$ cat src/rtl/pskin_pkg.sv
// Package for the pulse synapse kinetics block: beat types, register map,
// configuration record and reset values. No dependencies.
package pskin_pkg;

    // Parameter defaults
    localparam int COUNT_WIDTH_DEF     = 16;
    localparam int LEVEL_FRAC_BITS_DEF = 16;

    // Fixed fraction widths of the rate and inhibition registers
    localparam int RATE_FRAC_BITS  = 16;
    localparam int INHIB_FRAC_BITS = 12;

    // Register port
    localparam int APB_ADDR_W = 5;
    localparam int APB_DATA_W = 32;

    typedef enum logic [2:0] {
        REG_USE_PULSE_MODE    = 3'd0,
        REG_PULSE_LENGTH      = 3'd1,
        REG_SECRETION_RATE    = 3'd2,
        REG_DISSOCIATION_RATE = 3'd3,
        REG_AMPLITUDE_RECIP   = 3'd4,
        REG_USE_INHIBITION    = 3'd5,
        REG_INHIBITION_COEFF  = 3'd6,
        REG_OUTPUT_GAIN       = 3'd7
    } reg_idx_t;

    // Reset values
    localparam logic        RST_USE_PULSE_MODE    = 1'b1;
    localparam logic [15:0] RST_PULSE_LENGTH      = 16'd10;
    localparam logic [15:0] RST_SECRETION_RATE    = 16'd6554;
    localparam logic [15:0] RST_DISSOCIATION_RATE = 16'd655;
    localparam logic [15:0] RST_AMPLITUDE_RECIP   = 16'd256;
    localparam logic        RST_USE_INHIBITION    = 1'b0;
    localparam logic [15:0] RST_INHIBITION_COEFF  = 16'd0;
    localparam logic [15:0] RST_OUTPUT_GAIN       = 16'd0;

    typedef struct packed {
        logic        use_pulse_mode;
        logic [15:0] pulse_length_ticks;
        logic [15:0] secretion_rate;
        logic [15:0] dissociation_rate;
        logic [15:0] amplitude_recip;
        logic        use_inhibition;
        logic [15:0] inhibition_coeff;
        logic [15:0] output_gain;
    } cfg_t;

    typedef struct packed {
        logic               spike_in;
        logic               level_valid;
        logic signed [15:0] level_in;
    } in_beat_t;

    typedef struct packed {
        logic [15:0] drive_out;
        logic        active;
    } out_beat_t;

endpackage

$ cat src/rtl/pulse_synapse_kinetics.sv
// Top level of the pulse synapse with first-order transmitter kinetics.
// Depends on pskin_pkg, pskin_cfg, pskin_core (which holds pskin_mul).
//
//  channel   | handshake               | payload
//  ----------+-------------------------+------------------------------------
//  in        | in_valid / in_ready     | in_data  (in_beat_t): one tick
//  out       | out_valid / out_ready   | out_data (out_beat_t): one result
//  config    | psel/penable/pwrite/    | paddr, pwdata, prdata; register i
//            | pready (always high)    | at byte address 4*i
//
// Steps: a tick runs difference, rate product and level update, then
//   gain product and saturation. A valid non-negative level sample outside
//   pulse mode first adds a level product and saturation. With
//   inhibition on, an inhibition product and compare follow the update,
//   then a factor product and shift, or saturation at once for a
//   non-positive factor. All products use the single shared multiplier.
// Stalls: in_ready is high only while the sequencer is idle; the result
//   sits in an output register, so the next tick is accepted while the
//   previous beat waits. The sequencer holds its last step only when a
//   new result finds the output register still occupied.
// Reset: asynchronous, active low; clears countdown, level and outputs and
//   restores register defaults.
module pulse_synapse_kinetics
    import pskin_pkg::*;
#(
    parameter int COUNT_WIDTH     = COUNT_WIDTH_DEF,
    parameter int LEVEL_FRAC_BITS = LEVEL_FRAC_BITS_DEF
)
(
    input  logic                  clk,
    input  logic                  rst_n,
    // tick input
    input  logic                  in_valid,
    output logic                  in_ready,
    input  in_beat_t              in_data,
    // result output
    output logic                  out_valid,
    input  logic                  out_ready,
    output out_beat_t             out_data,
    // register port
    input  logic                  psel,
    input  logic                  penable,
    input  logic                  pwrite,
    input  logic [APB_ADDR_W-1:0] paddr,
    input  logic [APB_DATA_W-1:0] pwdata,
    output logic [APB_DATA_W-1:0] prdata,
    output logic                  pready
);

    cfg_t cfg;

    // register bank; writes land on the access-phase edge
    pskin_cfg u_cfg (
        .clk     (clk),
        .rst_n   (rst_n),
        .psel    (psel),
        .penable (penable),
        .pwrite  (pwrite),
        .paddr   (paddr),
        .pwdata  (pwdata),
        .prdata  (prdata),
        .pready  (pready),
        .cfg     (cfg)
    );

    // sequencer plus shared multiplier
    pskin_core #(
        .COUNT_WIDTH     (COUNT_WIDTH),
        .LEVEL_FRAC_BITS (LEVEL_FRAC_BITS)
    ) u_core (
        .clk       (clk),
        .rst_n     (rst_n),
        .cfg       (cfg),
        .in_valid  (in_valid),
        .in_ready  (in_ready),
        .in_data   (in_data),
        .out_valid (out_valid),
        .out_ready (out_ready),
        .out_data  (out_data)
    );

endmodule

$ cat src/rtl/pskin_cfg.sv
// Configuration register bank behind the APB-style port.
// Depends on pskin_pkg (register map, cfg_t, reset values).
module pskin_cfg
    import pskin_pkg::*;
(
    input  logic                  clk,
    input  logic                  rst_n,
    input  logic                  psel,
    input  logic                  penable,
    input  logic                  pwrite,
    input  logic [APB_ADDR_W-1:0] paddr,
    input  logic [APB_DATA_W-1:0] pwdata,
    output logic [APB_DATA_W-1:0] prdata,
    output logic                  pready,
    output cfg_t                  cfg
);

    cfg_t     cfg_reg;
    cfg_t     cfg_next;
    reg_idx_t idx;
    logic     wr_en;

    assign idx    = reg_idx_t'(paddr[APB_ADDR_W-1:2]);
    assign pready = 1'b1;
    assign wr_en  = psel && penable && pwrite;
    assign cfg    = cfg_reg;

    always_comb
    begin
        cfg_next = cfg_reg;
        if (wr_en)
        begin
            case (idx)
                REG_USE_PULSE_MODE:    cfg_next.use_pulse_mode     = pwdata[0];
                REG_PULSE_LENGTH:      cfg_next.pulse_length_ticks = pwdata[15:0];
                REG_SECRETION_RATE:    cfg_next.secretion_rate     = pwdata[15:0];
                REG_DISSOCIATION_RATE: cfg_next.dissociation_rate  = pwdata[15:0];
                REG_AMPLITUDE_RECIP:   cfg_next.amplitude_recip    = pwdata[15:0];
                REG_USE_INHIBITION:    cfg_next.use_inhibition     = pwdata[0];
                REG_INHIBITION_COEFF:  cfg_next.inhibition_coeff   = pwdata[15:0];
                REG_OUTPUT_GAIN:       cfg_next.output_gain        = pwdata[15:0];
                default:               cfg_next = cfg_reg;
            endcase
        end
    end

    always_comb
    begin
        case (idx)
            REG_USE_PULSE_MODE:    prdata = {31'd0, cfg_reg.use_pulse_mode};
            REG_PULSE_LENGTH:      prdata = {16'd0, cfg_reg.pulse_length_ticks};
            REG_SECRETION_RATE:    prdata = {16'd0, cfg_reg.secretion_rate};
            REG_DISSOCIATION_RATE: prdata = {16'd0, cfg_reg.dissociation_rate};
            REG_AMPLITUDE_RECIP:   prdata = {16'd0, cfg_reg.amplitude_recip};
            REG_USE_INHIBITION:    prdata = {31'd0, cfg_reg.use_inhibition};
            REG_INHIBITION_COEFF:  prdata = {16'd0, cfg_reg.inhibition_coeff};
            REG_OUTPUT_GAIN:       prdata = {16'd0, cfg_reg.output_gain};
            default:               prdata = '0;
        endcase
    end

    always_ff @(posedge clk or negedge rst_n)
    begin
        if (!rst_n)
        begin
            cfg_reg.use_pulse_mode     <= RST_USE_PULSE_MODE;
            cfg_reg.pulse_length_ticks <= RST_PULSE_LENGTH;
            cfg_reg.secretion_rate     <= RST_SECRETION_RATE;
            cfg_reg.dissociation_rate  <= RST_DISSOCIATION_RATE;
            cfg_reg.amplitude_recip    <= RST_AMPLITUDE_RECIP;
            cfg_reg.use_inhibition     <= RST_USE_INHIBITION;
            cfg_reg.inhibition_coeff   <= RST_INHIBITION_COEFF;
            cfg_reg.output_gain        <= RST_OUTPUT_GAIN;
        end
        else
        begin
            cfg_reg <= cfg_next;
        end
    end

endmodule

$ cat src/rtl/pskin_mul.sv
// Shared unsigned multiplier with registered product.
// Depends on pskin_pkg only through the common import convention.
module pskin_mul
    import pskin_pkg::*;
#(
    parameter int OP_W = 18
)
(
    input  logic                clk,
    input  logic                en,
    input  logic [OP_W-1:0]     a,
    input  logic [OP_W-1:0]     b,
    output logic [2*OP_W-1:0]   prod
);

    logic [2*OP_W-1:0] prod_reg;

    assign prod = prod_reg;

    always_ff @(posedge clk)
    begin
        if (en)
        begin
            prod_reg <= (2*OP_W)'(a) * (2*OP_W)'(b);
        end
    end

endmodule

$ cat src/rtl/pskin_core.sv
// Tick sequencer: pulse countdown, transmitter level update and output
// scaling, all products through one shared pskin_mul. Depends on pskin_pkg.
module pskin_core
    import pskin_pkg::*;
#(
    parameter int COUNT_WIDTH     = COUNT_WIDTH_DEF,
    parameter int LEVEL_FRAC_BITS = LEVEL_FRAC_BITS_DEF
)
(
    input  logic      clk,
    input  logic      rst_n,
    input  cfg_t      cfg,
    input  logic      in_valid,
    output logic      in_ready,
    input  in_beat_t  in_data,
    output logic      out_valid,
    input  logic      out_ready,
    output out_beat_t out_data
);

    localparam int LW  = LEVEL_FRAC_BITS + 2;
    localparam int MW  = (LW > 16) ? LW : 16;
    localparam int PW  = 2 * MW;
    localparam int LSH = (LEVEL_FRAC_BITS >= 16) ? LEVEL_FRAC_BITS - 16 : 0;
    localparam int RSH = (LEVEL_FRAC_BITS < 16) ? 16 - LEVEL_FRAC_BITS : 0;

    localparam logic [LW-1:0] LEVEL_ONE = {2'b01, {LEVEL_FRAC_BITS{1'b0}}};
    localparam logic [LW-1:0] LEVEL_MAX = '1;
    localparam logic [PW-1:0] INH_ONE   = PW'(1) << (INHIB_FRAC_BITS + LEVEL_FRAC_BITS);
    localparam logic [32:0]   COUNT_MAX = (33'd1 << COUNT_WIDTH) - 33'd1;

    typedef enum logic [3:0] {
        S_IDLE,
        S_LVL_MUL,
        S_LVL_SAT,
        S_DIFF,
        S_RATE_MUL,
        S_UPDATE,
        S_INH_MUL,
        S_INH_CMP,
        S_FAC_MUL,
        S_FAC_SHR,
        S_GAIN_MUL,
        S_SAT
    } state_t;

    state_t                 state_reg, state_next;
    logic [COUNT_WIDTH-1:0] pulse_rem_reg, pulse_rem_next;
    logic [LW-1:0]          lvl_reg, lvl_next;
    logic [LW-1:0]          drive_reg, drive_next;
    logic [MW-1:0]          opnd_reg, opnd_next;
    logic [14:0]            mag_reg, mag_next;
    logic                   act_reg, act_next;
    logic                   up_reg, up_next;
    logic                   sel_sec_reg, sel_sec_next;
    logic                   zero_reg, zero_next;
    logic                   out_valid_reg, out_valid_next;
    out_beat_t              out_data_reg, out_data_next;

    logic                   mul_en;
    logic [MW-1:0]          mul_a, mul_b;
    logic [PW-1:0]          prod;

    logic                   accept;
    logic [32:0]            len_wide;
    logic [COUNT_WIDTH-1:0] len_sat, cnt_sel;
    logic [PW-1:0]          drv_wide, fac_wide, res_wide;
    logic [LW-1:0]          step;
    logic                   out_free;

    pskin_mul #(
        .OP_W (MW)
    ) u_mul (
        .clk  (clk),
        .en   (mul_en),
        .a    (mul_a),
        .b    (mul_b),
        .prod (prod)
    );

    assign in_ready  = (state_reg == S_IDLE);
    assign accept    = in_valid && in_ready;
    assign out_valid = out_valid_reg;
    assign out_data  = out_data_reg;
    assign out_free  = !out_valid_reg || out_ready;

    // Operand selection for the shared multiplier
    always_comb
    begin
        mul_en = 1'b1;
        mul_a  = '0;
        mul_b  = '0;
        case (state_reg)
            S_LVL_MUL:
            begin
                mul_a = MW'(mag_reg);
                mul_b = MW'(cfg.amplitude_recip);
            end
            S_RATE_MUL:
            begin
                mul_a = opnd_reg;
                mul_b = sel_sec_reg ? MW'(cfg.secretion_rate) : MW'(cfg.dissociation_rate);
            end
            S_INH_MUL:
            begin
                mul_a = MW'(lvl_reg);
                mul_b = MW'(cfg.inhibition_coeff);
            end
            S_FAC_MUL:
            begin
                mul_a = MW'(lvl_reg);
                mul_b = opnd_reg;
            end
            S_GAIN_MUL:
            begin
                mul_a = opnd_reg;
                mul_b = MW'(cfg.output_gain);
            end
            default:
            begin
                mul_en = 1'b0;
            end
        endcase
    end

    always_comb
    begin
        len_wide = 33'(cfg.pulse_length_ticks);
        len_sat  = (len_wide > COUNT_MAX) ? COUNT_MAX[COUNT_WIDTH-1:0]
                                          : len_wide[COUNT_WIDTH-1:0];
        cnt_sel  = in_data.spike_in ? len_sat : pulse_rem_reg;
        drv_wide = (prod << LSH) >> RSH;
        fac_wide = INH_ONE - prod;
        res_wide = prod >> LEVEL_FRAC_BITS;
        step     = prod[RATE_FRAC_BITS +: LW];
    end

    always_comb
    begin
        state_next     = state_reg;
        pulse_rem_next = pulse_rem_reg;
        lvl_next       = lvl_reg;
        drive_next     = drive_reg;
        opnd_next      = opnd_reg;
        mag_next       = mag_reg;
        act_next       = act_reg;
        up_next        = up_reg;
        sel_sec_next   = sel_sec_reg;
        zero_next      = zero_reg;
        out_valid_next = out_valid_reg;
        out_data_next  = out_data_reg;

        if (out_valid_reg && out_ready)
        begin
            out_valid_next = 1'b0;
        end

        case (state_reg)
            S_IDLE:
            begin
                if (accept)
                begin
                    zero_next  = 1'b0;
                    drive_next = '0;
                    act_next   = 1'b0;
                    mag_next   = in_data.level_in[14:0];
                    state_next = S_DIFF;
                    if (cfg.use_pulse_mode)
                    begin
                        pulse_rem_next = cnt_sel;
                        if (cnt_sel != '0)
                        begin
                            drive_next     = LEVEL_ONE;
                            pulse_rem_next = cnt_sel - COUNT_WIDTH'(1);
                            act_next       = 1'b1;
                        end
                    end
                    else if (in_data.level_valid)
                    begin
                        act_next = 1'b1;
                        if (!in_data.level_in[15])
                        begin
                            state_next = S_LVL_MUL;
                        end
                    end
                end
            end
            S_LVL_MUL:
            begin
                state_next = S_LVL_SAT;
            end
            S_LVL_SAT:
            begin
                drive_next = (|drv_wide[PW-1:LW]) ? LEVEL_MAX : drv_wide[LW-1:0];
                state_next = S_DIFF;
            end
            S_DIFF:
            begin
                if (drive_reg != '0)
                begin
                    sel_sec_next = 1'b1;
                    if (drive_reg >= lvl_reg)
                    begin
                        up_next   = 1'b1;
                        opnd_next = MW'(drive_reg - lvl_reg);
                    end
                    else
                    begin
                        up_next   = 1'b0;
                        opnd_next = MW'(lvl_reg - drive_reg);
                    end
                end
                else
                begin
                    sel_sec_next = 1'b0;
                    up_next      = 1'b0;
                    opnd_next    = MW'(lvl_reg);
                end
                state_next = S_RATE_MUL;
            end
            S_RATE_MUL:
            begin
                state_next = S_UPDATE;
            end
            S_UPDATE:
            begin
                lvl_next   = up_reg ? lvl_reg + step : lvl_reg - step;
                opnd_next  = MW'(up_reg ? lvl_reg + step : lvl_reg - step);
                state_next = cfg.use_inhibition ? S_INH_MUL : S_GAIN_MUL;
            end
            S_INH_MUL:
            begin
                state_next = S_INH_CMP;
            end
            S_INH_CMP:
            begin
                if (prod >= INH_ONE)
                begin
                    zero_next  = 1'b1;
                    state_next = S_SAT;
                end
                else
                begin
                    opnd_next  = MW'(fac_wide[INHIB_FRAC_BITS +: LEVEL_FRAC_BITS + 1]);
                    state_next = S_FAC_MUL;
                end
            end
            S_FAC_MUL:
            begin
                state_next = S_FAC_SHR;
            end
            S_FAC_SHR:
            begin
                opnd_next  = MW'(prod[LEVEL_FRAC_BITS +: LW]);
                state_next = S_GAIN_MUL;
            end
            S_GAIN_MUL:
            begin
                state_next = S_SAT;
            end
            S_SAT:
            begin
                if (out_free)
                begin
                    out_valid_next         = 1'b1;
                    out_data_next.active   = act_reg;
                    if (zero_reg)
                        out_data_next.drive_out = '0;
                    else if (|res_wide[PW-1:16])
                        out_data_next.drive_out = 16'hFFFF;
                    else
                        out_data_next.drive_out = res_wide[15:0];
                    state_next = S_IDLE;
                end
            end
            default:
            begin
                state_next = S_IDLE;
            end
        endcase
    end

    always_ff @(posedge clk or negedge rst_n)
    begin
        if (!rst_n)
        begin
            state_reg     <= S_IDLE;
            pulse_rem_reg <= '0;
            lvl_reg       <= '0;
            drive_reg     <= '0;
            opnd_reg      <= '0;
            mag_reg       <= '0;
            act_reg       <= 1'b0;
            up_reg        <= 1'b0;
            sel_sec_reg   <= 1'b0;
            zero_reg      <= 1'b0;
            out_valid_reg <= 1'b0;
            out_data_reg  <= '0;
        end
        else
        begin
            state_reg     <= state_next;
            pulse_rem_reg <= pulse_rem_next;
            lvl_reg       <= lvl_next;
            drive_reg     <= drive_next;
            opnd_reg      <= opnd_next;
            mag_reg       <= mag_next;
            act_reg       <= act_next;
            up_reg        <= up_next;
            sel_sec_reg   <= sel_sec_next;
            zero_reg      <= zero_next;
            out_valid_reg <= out_valid_next;
            out_data_reg  <= out_data_next;
        end
    end

    // Level only moves in the update step
    a_lvl_hold: assert property (@(posedge clk) disable iff (!rst_n)
        (state_reg != S_UPDATE) |=> $stable(lvl_reg))
        else $error("transmitter level changed outside update step");

    // Countdown only moves when a tick is taken
    a_cnt_hold: assert property (@(posedge clk) disable iff (!rst_n)
        !accept |=> $stable(pulse_rem_reg))
        else $error("pulse countdown changed without a tick");

    // Inhibition factor never exceeds 1.0
    a_fac_range: assert property (@(posedge clk) disable iff (!rst_n)
        (state_reg == S_FAC_MUL) |-> (opnd_reg <= MW'(LEVEL_ONE)))
        else $error("inhibition factor above one");

    // A finished result waits while the output register is still held
    a_sat_wait: assert property (@(posedge clk) disable iff (!rst_n)
        (state_reg == S_SAT && out_valid_reg && !out_ready) |=> (state_reg == S_SAT))
        else $error("result overwrote a pending output beat");

endmodule
$ cat config.mk
export PLATFORM = sky130hd
export DESIGN_NAME = pulse_synapse_kinetics
export DESIGN_NICKNAME = d
export VERILOG_FILES = /design/src/rtl/pskin_pkg.sv /design/src/rtl/pulse_synapse_kinetics.sv /design/src/rtl/pskin_cfg.sv /design/src/rtl/pskin_mul.sv /design/src/rtl/pskin_core.sv
export SDC_FILE = /design/constraint.sdc
export NUM_CORES = 1
export LEC_CHECK = 0
export BUFFER_PORTS_ARGS = -buffer_cell sky130_fd_sc_hd__buf_2
export CAP_MARGIN = 20
export CELL_PAD_IN_SITES_DETAIL_PLACEMENT = 0
export CELL_PAD_IN_SITES_GLOBAL_PLACEMENT = 2
export CORE_AREA = 2 2 245 247
export CTS_CLUSTER_DIAMETER = 60
export DETAILED_ROUTE_END_ITERATION = 16
export DIE_AREA = 0 0 247 249
export PLACE_DENSITY_LB_ADDON = 0.1
export SLEW_MARGIN = 20
export SYNTH_ARGS = -nofsm -noshare
export SYNTH_HDL_FRONTEND = slang
export SYNTH_SLANG_ARGS = --single-unit
$ cat constraint.sdc
create_clock -name clk -period 12.34 [get_ports clk]
set_clock_uncertainty 0.15 [all_clocks]
set_input_delay 0.617 -clock clk [delete_from_list [all_inputs] [get_ports clk]]
set_output_delay 0.617 -clock clk [all_outputs]
set_load 0.02 [all_outputs]
==> results of run 1 <==
-- synth_stat cells, types with 6 or more instances --
library cell	number	area share, %
o21ai_0	97	1.9
nor2_1	315	4.6
a31oi_1	21	0.51
mux2i_1	38	1.5
xor2_1	43	1.5
mux2_2	142	6.2
or2_2	6	0.15
dfstp_2	17	1.7
a211oi_1	7	0.20
nor2b_1	24	0.59
a22o_1	12	0.41
buf_4	17	0.50
a21o_1	29	0.85
and3_1	11	0.27
nand2b_1	18	0.44
nand2_1	339	5.0
and2_1	26	0.63
o21a_1	15	0.44
nor4_1	15	0.37
o211ai_1	16	0.47
or3_1	9	0.22
a21oi_1	120	2.3
buf_2	8	0.16
a221o_1	8	0.31
nand4_1	15	0.37
dfrtp_1	192	19
edfxtp_1	36	4.2
a221oi_1	23	0.79
a22oi_1	50	1.5
ha_1	165	8.0
inv_1	368	5.4
o221ai_1	11	0.38
clkbuf_1	129	1.9
fa_1	259	20
o31ai_1	19	0.56
xnor2_1	52	1.8
o21bai_1	7	0.20
nor3_1	34	0.66
nand3_1	34	0.66
-- cell type report --
cell class | instances | area [um^2]
Antenna cell | 2 | 5.00
Clock buffer | 51 | 976
Clock inverter | 12 | 159
Fill cell | 5731 | 30800
Inverter | 368 | 1380
Multi-Input combinational cell | 2081 | 17400
Sequential cell | 245 | 6330
Tap cell | 773 | 967
Timing Repair Buffer | 114 | 684
-- logic make-up (layout without fill, tap and decap cells) --
| group | after synthesis | in the layout | share of synthesized area [%] |
|---|---|---|---|
| flops | 245 | 245 | 24.7 |
| compound gates | 486 | 486 | 12.7 |
| simple gates | 875 | 875 | 15.0 |
| buf+inv | 528 | 545 | 8.10 |
| other cells | 2 | 19 | 0.0293 |
| xor+xnor | 95 | 95 | 3.24 |
| fa+ha+maj | 424 | 424 | 28.3 |
| mux | 184 | 184 | 8.03 |
-- worst paths after layout --
path	from	to	slack, ns	cells after the start
hold reg to reg	u_core.out_data[15]	u_core.out_data[15]	0.33	2
setup reg to reg	u_core.state_reg[2]	u_core.u_mul.prod[35]	2.89	27
min in group asynchronous	rst_n	u_core.pulse_rem_reg[6]	0.43	2
setup / recovery	u_core.state_reg[2]	u_core.u_mul.prod[35]	2.89	27
hold / removal	in_data[7]	u_core.mag_reg[7]	0.15	2
max in group asynchronous	rst_n	u_core.mag_reg[2]	10.18	3
-- worst max-delay path: stages, from the launching register on --
cell      delay [ns]
dfrtp_1         0.54
nand2b_1        0.40
nor3_2          0.06
buf_4           0.27
or2_2           0.57
a22oi_1         0.53
and2_1          0.57
nor2_1          0.15
fa_1            0.56
inv_1           0.06
fa_1            0.56
fa_1            0.45
fa_1            0.55
inv_1           0.05
fa_1            0.47
inv_1           0.06
fa_1            0.50
inv_1           0.05
ha_1            0.34
and3_1          0.26
o211a_1         0.14
o31a_1          0.13
nor3_1          0.46
o311ai_0        0.41
a31o_2          0.34
a21oi_1         0.21
o21ai_0         0.16
xnor2_1         0.14
-- through the flow --
stage / hold slack [ns] / cell area [um^2] / setup WS (ns) / power (mW) / instances
final: 0.150 / 27900 / 2.89 / 6.79 / 3646
after global routing: 0.138 / 27900 / 2.58 / 7.28 / 3644
after CTS: 0.126 / 27900 / 2.97 / 6.77 / 3643
after detailed placement: 0.320 / 26700 / 2.99 / 5.73 / 3579
after global placement: 0.314 / 26700 / 3.09 / 5.69 / 3579
after floorplan: 0.171 / 25700 / 4.65 / 4.27 / 2854
-- timing repair --
| item | 4_1_cts | 5_1_grt |
|---|---|---|
| hold buffers | 1 | 0 |
| gates resized for setup | 0 | 0 |
| hold endpoints to repair | 53 | 0 |
-- per-layer routing --
metal	GRT usage (%)	wire length [um]	up-vias
met5	0	0	-
met4	8.11	2480	0
met3	2.76	4510	125
met2	45.0	39500	626
met1	38.8	37800	10500
li1	-	-	9432
-- report_power, final --
group	leakage, nW	internal [mW]	switching, mW
clock network	0.548	0.600	0.400
logic	9.90	1.46	2.68
registers	2.91	1.18	0.470
total	13.4	3.24	3.55
==> flow_metrics.py, run 1 <==
metrics = {
    "outcome": {
        "status": "completed",
    },
    "clock_network": {
        "clkTransAtPathRegs_ns": 0.05,
        "post_cts_buffers": 0,
        "cts_inserted_buffers": 35,
        "clockRootBuffer": "clkbuf_16",
        "tritoncts": "yes",
        "clk_latency_ns": 0.55,
        "clk_path_buf_depth": 3,
        "htree_num_levels": 2,
        "cts_sinks": 245,
    },
    "power": {
        "ir_drop_mv": 0.146,
        "leakagePower_nw": 13.4,
        "power_density_nw_per_um2": 243,
    },
    "route": {
        "firstDrtPassIters": 6,
        "vias": 20700,
        "drt_wl_total_mm": 84.3,
        "drc": 0,
        "drtIter0Drc": 1602,
        "vias_per_cell": 5.68,
        "wl_per_cell_um": 23.1,
        "postRouteAntennaNets": 0,
    },
    "timing": {
        "worst_pin_slew_ns": 1.13,
        "fin_crit_sh_pct": 76.5,
        "hold_viol": 0,
        "finalSetupTns_ns": 0,
        "rsz0062_at_grt": "no",
        "fmax_ghz": 0.106,
        "finalCriticalPeriod_ns": 9.45,
        "relSlewSlack_pct": 24.9,
        "drv_slew": 0,
        "final-setup-viol-count": 0,
    },
    "logic_synthesis": {
        "synth_ff_type": "dfrtp_1",
        "synthCells": 2839,
        "synth_warnings": 0,
        "avgSynthCellArea_um2": 9.04,
        "syn_area_um2": 25700,
        "synth_seq_cells": 245,
        "yosysSeqAreaShare_pct": 24.7,
        "synth_edf_count": 36,
        "synth_cell_types": 85,
        "postSynth.asyncResetShare_pct": 85.3,
    },
    "cells_and_area": {
        "final_cell_mix": "inv_1, nand2_1, nor2_1",
        "layout-drive-gt1-share_pct": 12.8,
        "area_growth_pct": 8.74,
        "layout_commonest_cell": "inv_1",
        "final_nets": 3331,
        "largest_register_ffs": 98,
        "utilization_pct": 47.5,
    },
    "worst_setup_path": {
        "arrival_ns": 9.59,
        "crit_fanout": 21,
        "crit_path_end_kind": "flip-flop",
        "startpoint_type": "flip-flop",
        "crit_required_ns": 12.48,
        "setup.worst_path.class": "flip-flop to flip-flop",
    },
    "floorplan": {
        "die_area_um2": 61500,
        "initial_core_util_pct": 43.7,
        "die_h_um": 249,
        "io_pins": 114,
        "rows": 89,
        "core-area_um2": 58700,
        "die_x_um": 247,
    },
    "grt": {
        "grt_start_max_net_pins": 82,
        "grt_first_pass_wirelength_mm": 129,
        "gr-total-overflow": 0,
        "grt_pass1_vias": 21300,
        "antenna_found_initial": 0,
        "grt_usage_pct": 27.6,
    },
    "flow_run": {
        "max_cap_viol_count": 0,
    },
    "min_path": {
        "hold_class": "input pin to flip-flop",
    },
    "placement": {
        "gp_congestion": 0.934,
        "hpwlAfterDp_mm": 65.4,
        "portBuffers": 78,
    },
}
Power figures use the tool's default switching activity.
==> inputs of run 2 (changes only) <==
CORE_AREA = 2 2 267 269   (was 2 2 245 247)
DIE_AREA = 0 0 269 271   (was 0 0 247 249)
clock period = 8.2 ns   (was 12.34 ns; I/O delays follow)
==> flow_metrics.py, run 2 (synthesized netlist as in run 1, its figures left out) <==
metrics = {
    "clock_network": {
        "cts_sinks": 245,
        "clk_latency_ns": 0.57,
        "cts_inserted_buffers": 36,
        "clockRootBuffer": "clkbuf_16",
        "tritoncts": "yes",
        "clk_path_buf_depth": 3,
        "clkTransAtPathRegs_ns": 0.06,
        "htree_num_levels": 2,
    },
    "worst_setup_path": {
        "slowest_stage": "fa_1",
        "startpoint_type": "flip-flop",
        "crit_path_frequent_cell": "fa_1",
        "crit_required_ns": 8.35,
        "r2r_slack_ns": 0.38,
        "crit_path_end_kind": "flip-flop",
        "arrival_ns": 7.97,
        "slowest_delay_ns": 0.57,
        "crit_fanout": 18,
        "setup.worst_path.class": "flip-flop to flip-flop",
    },
    "power": {
        "p_total_mw": 10.7,
        "switching_share_pct": 51.0,
        "p_sw_mw": 5.46,
        "combinationalPowerShare_pct": 62.7,
        "leakagePower_nw": 14.0,
        "power_density_nw_per_um2": 366,
        "p_int_mw": 5.24,
        "clkPwrFrac_pct": 14.5,
        "power_frac_seq_pct": 22.8,
        "ir_drop_mv": 0.174,
    },
    "grt": {
        "antenna_found_initial": 2,
        "gr-total-overflow": 0,
        "grt_pass1_vias": 22100,
        "grt_start_max_net_pins": 99,
        "grt_usage_pct": 25.3,
        "grt_first_pass_wirelength_mm": 139,
    },
    "placement": {
        "gp_congestion": 0.908,
        "portBuffers": 78,
        "dp.cells": 3849,
        "hpwlAfterDp_mm": 71.9,
    },
    "timing": {
        "worst_pin_slew_ns": 1.16,
        "rsz0062_at_grt": "no",
        "hold_viol": 0,
        "finalCriticalPeriod_ns": 7.82,
        "final-setup-viol-count": 0,
        "finalSetupTns_ns": 0,
        "fin_crit_sh_pct": 95.4,
        "relSlewSlack_pct": 22.2,
        "drv_slew": 0,
        "fmax_ghz": 0.128,
    },
    "route": {
        "vias": 21000,
        "vias_per_cell": 5.34,
        "firstDrtPassIters": 6,
        "postRouteAntennaNets": 0,
        "drt_wl_total_mm": 90.1,
        "wl_per_cell_um": 22.9,
        "drc": 0,
        "drtIter0Drc": 1499,
    },
    "floorplan": {
        "die_area_um2": 72900,
        "die_x_um": 269,
        "io_pins": 114,
        "rows": 97,
        "initial_core_util_pct": 36.8,
        "die_h_um": 271,
        "core-area_um2": 69800,
    },
    "outcome": {
        "status": "completed",
    },
    "cells_and_area": {
        "layout-drive-gt1-share_pct": 16.3,
        "area_growth_pct": 14.1,
        "utilization_pct": 41.9,
        "largest_register_ffs": 98,
        "layout_commonest_cell": "inv_1",
        "final_cell_mix": "inv_1, nand2_1, nor2_1",
        "final_cells": 3939,
        "num-fill-cells": 7024,
        "final_nets": 3456,
    },
    "flow_run": {
        "max_cap_viol_count": 0,
    },
    "min_path": {
        "hold_class": "input pin to flip-flop",
    },
}
-- run 2: changes by cell type in the layout (fill, tap and decap cells not counted), sizes merged --
| cell | change |
|---|---|
| inv | +3 |
| buf | +103 |
| dlygate4sd3 | +21 |
| clkbuf | -7 |
| clkinv | +7 |
| bufinv | -1 |
-- run 2: cell type report --
class | instances | area [um^2] | area share [%]
clock inverters | 21 | 201 | 0.688
diodes | 2 | 5.00 | 0.0171
well taps | 940 | 1180 | 4.02
multi-input cells | 2081 | 17400 | 59.6
repair buffers | 238 | 1740 | 5.96
flip-flops and latches | 245 | 6330 | 21.6
inverters | 368 | 1380 | 4.72
clock buffers | 44 | 981 | 3.35
-- run 2: power by group through the flow --
stage          combinational (mW)  clock (mW)  sequential, mW
6_report                     6.71        1.55            2.44
5_1_grt                      7.41        1.64            2.49
4_1_cts                      6.70        1.60            2.43
3_5_place_dp                 6.66           0            2.45
3_3_place_gp                 6.65           0            2.44
2_1_floorplan                4.32           0            2.11
-- run 2: critical path, delay by kind of cell, from the launching register on --
kind | cells | cell delay, ns
compound gates | 8 | 1.56
fa+ha+maj | 7 | 3.33
buf+inv | 6 | 0.67
flops | 1 | 0.45
simple gates | 6 | 1.35
-- run 2: metrics by stage --
stage / instance area (um^2) / setup WS, ns / hold slack, ns
2_1_floorplan: 25700 / 0.505 / -0.0356
3_3_place_gp: 27800 / 0.0955 / 0.314
3_5_place_dp: 27800 / 0.110 / 0.315
4_1_cts: 29200 / 0.0933 / 0.00119
5_1_grt: 29300 / 0.0209 / 0.0291
6_report: 29300 / 0.381 / 0.0385
-- run 2: worst paths after layout --
check,endpoint,start,cells past startpoint
min in group asynchronous,u_core.pulse_rem_reg[7],rst_n,2
max,u_core.u_mul.prod[28],u_core.state_reg[2],27
min,u_cfg.cfg[74],pwdata[9],2
max reg2reg,u_core.u_mul.prod[28],u_core.state_reg[2],27
min reg2reg,u_core.out_data[6],u_core.out_data[6],2
max in group asynchronous,u_cfg.cfg[28],rst_n,3
-- run 2: repair_timing --
item	in CTS	in global routing
hold endpoints to repair	130	0
setup buffers	0	1
gates resized for setup	0	13
setup endpoints to repair	0	7
hold buffers	22	0
-- run 2: metal layers --
layer | global-route usage [%] | share of wire [%] | vias up
met4 | 6.11 | 2.4 | 0
li1 | - | - | 9673
met3 | 3.00 | 4.3 | 96
met1 | 34.7 | 46 | 10800
met5 | 0 | 0 | -
met2 | 42.2 | 47 | 490
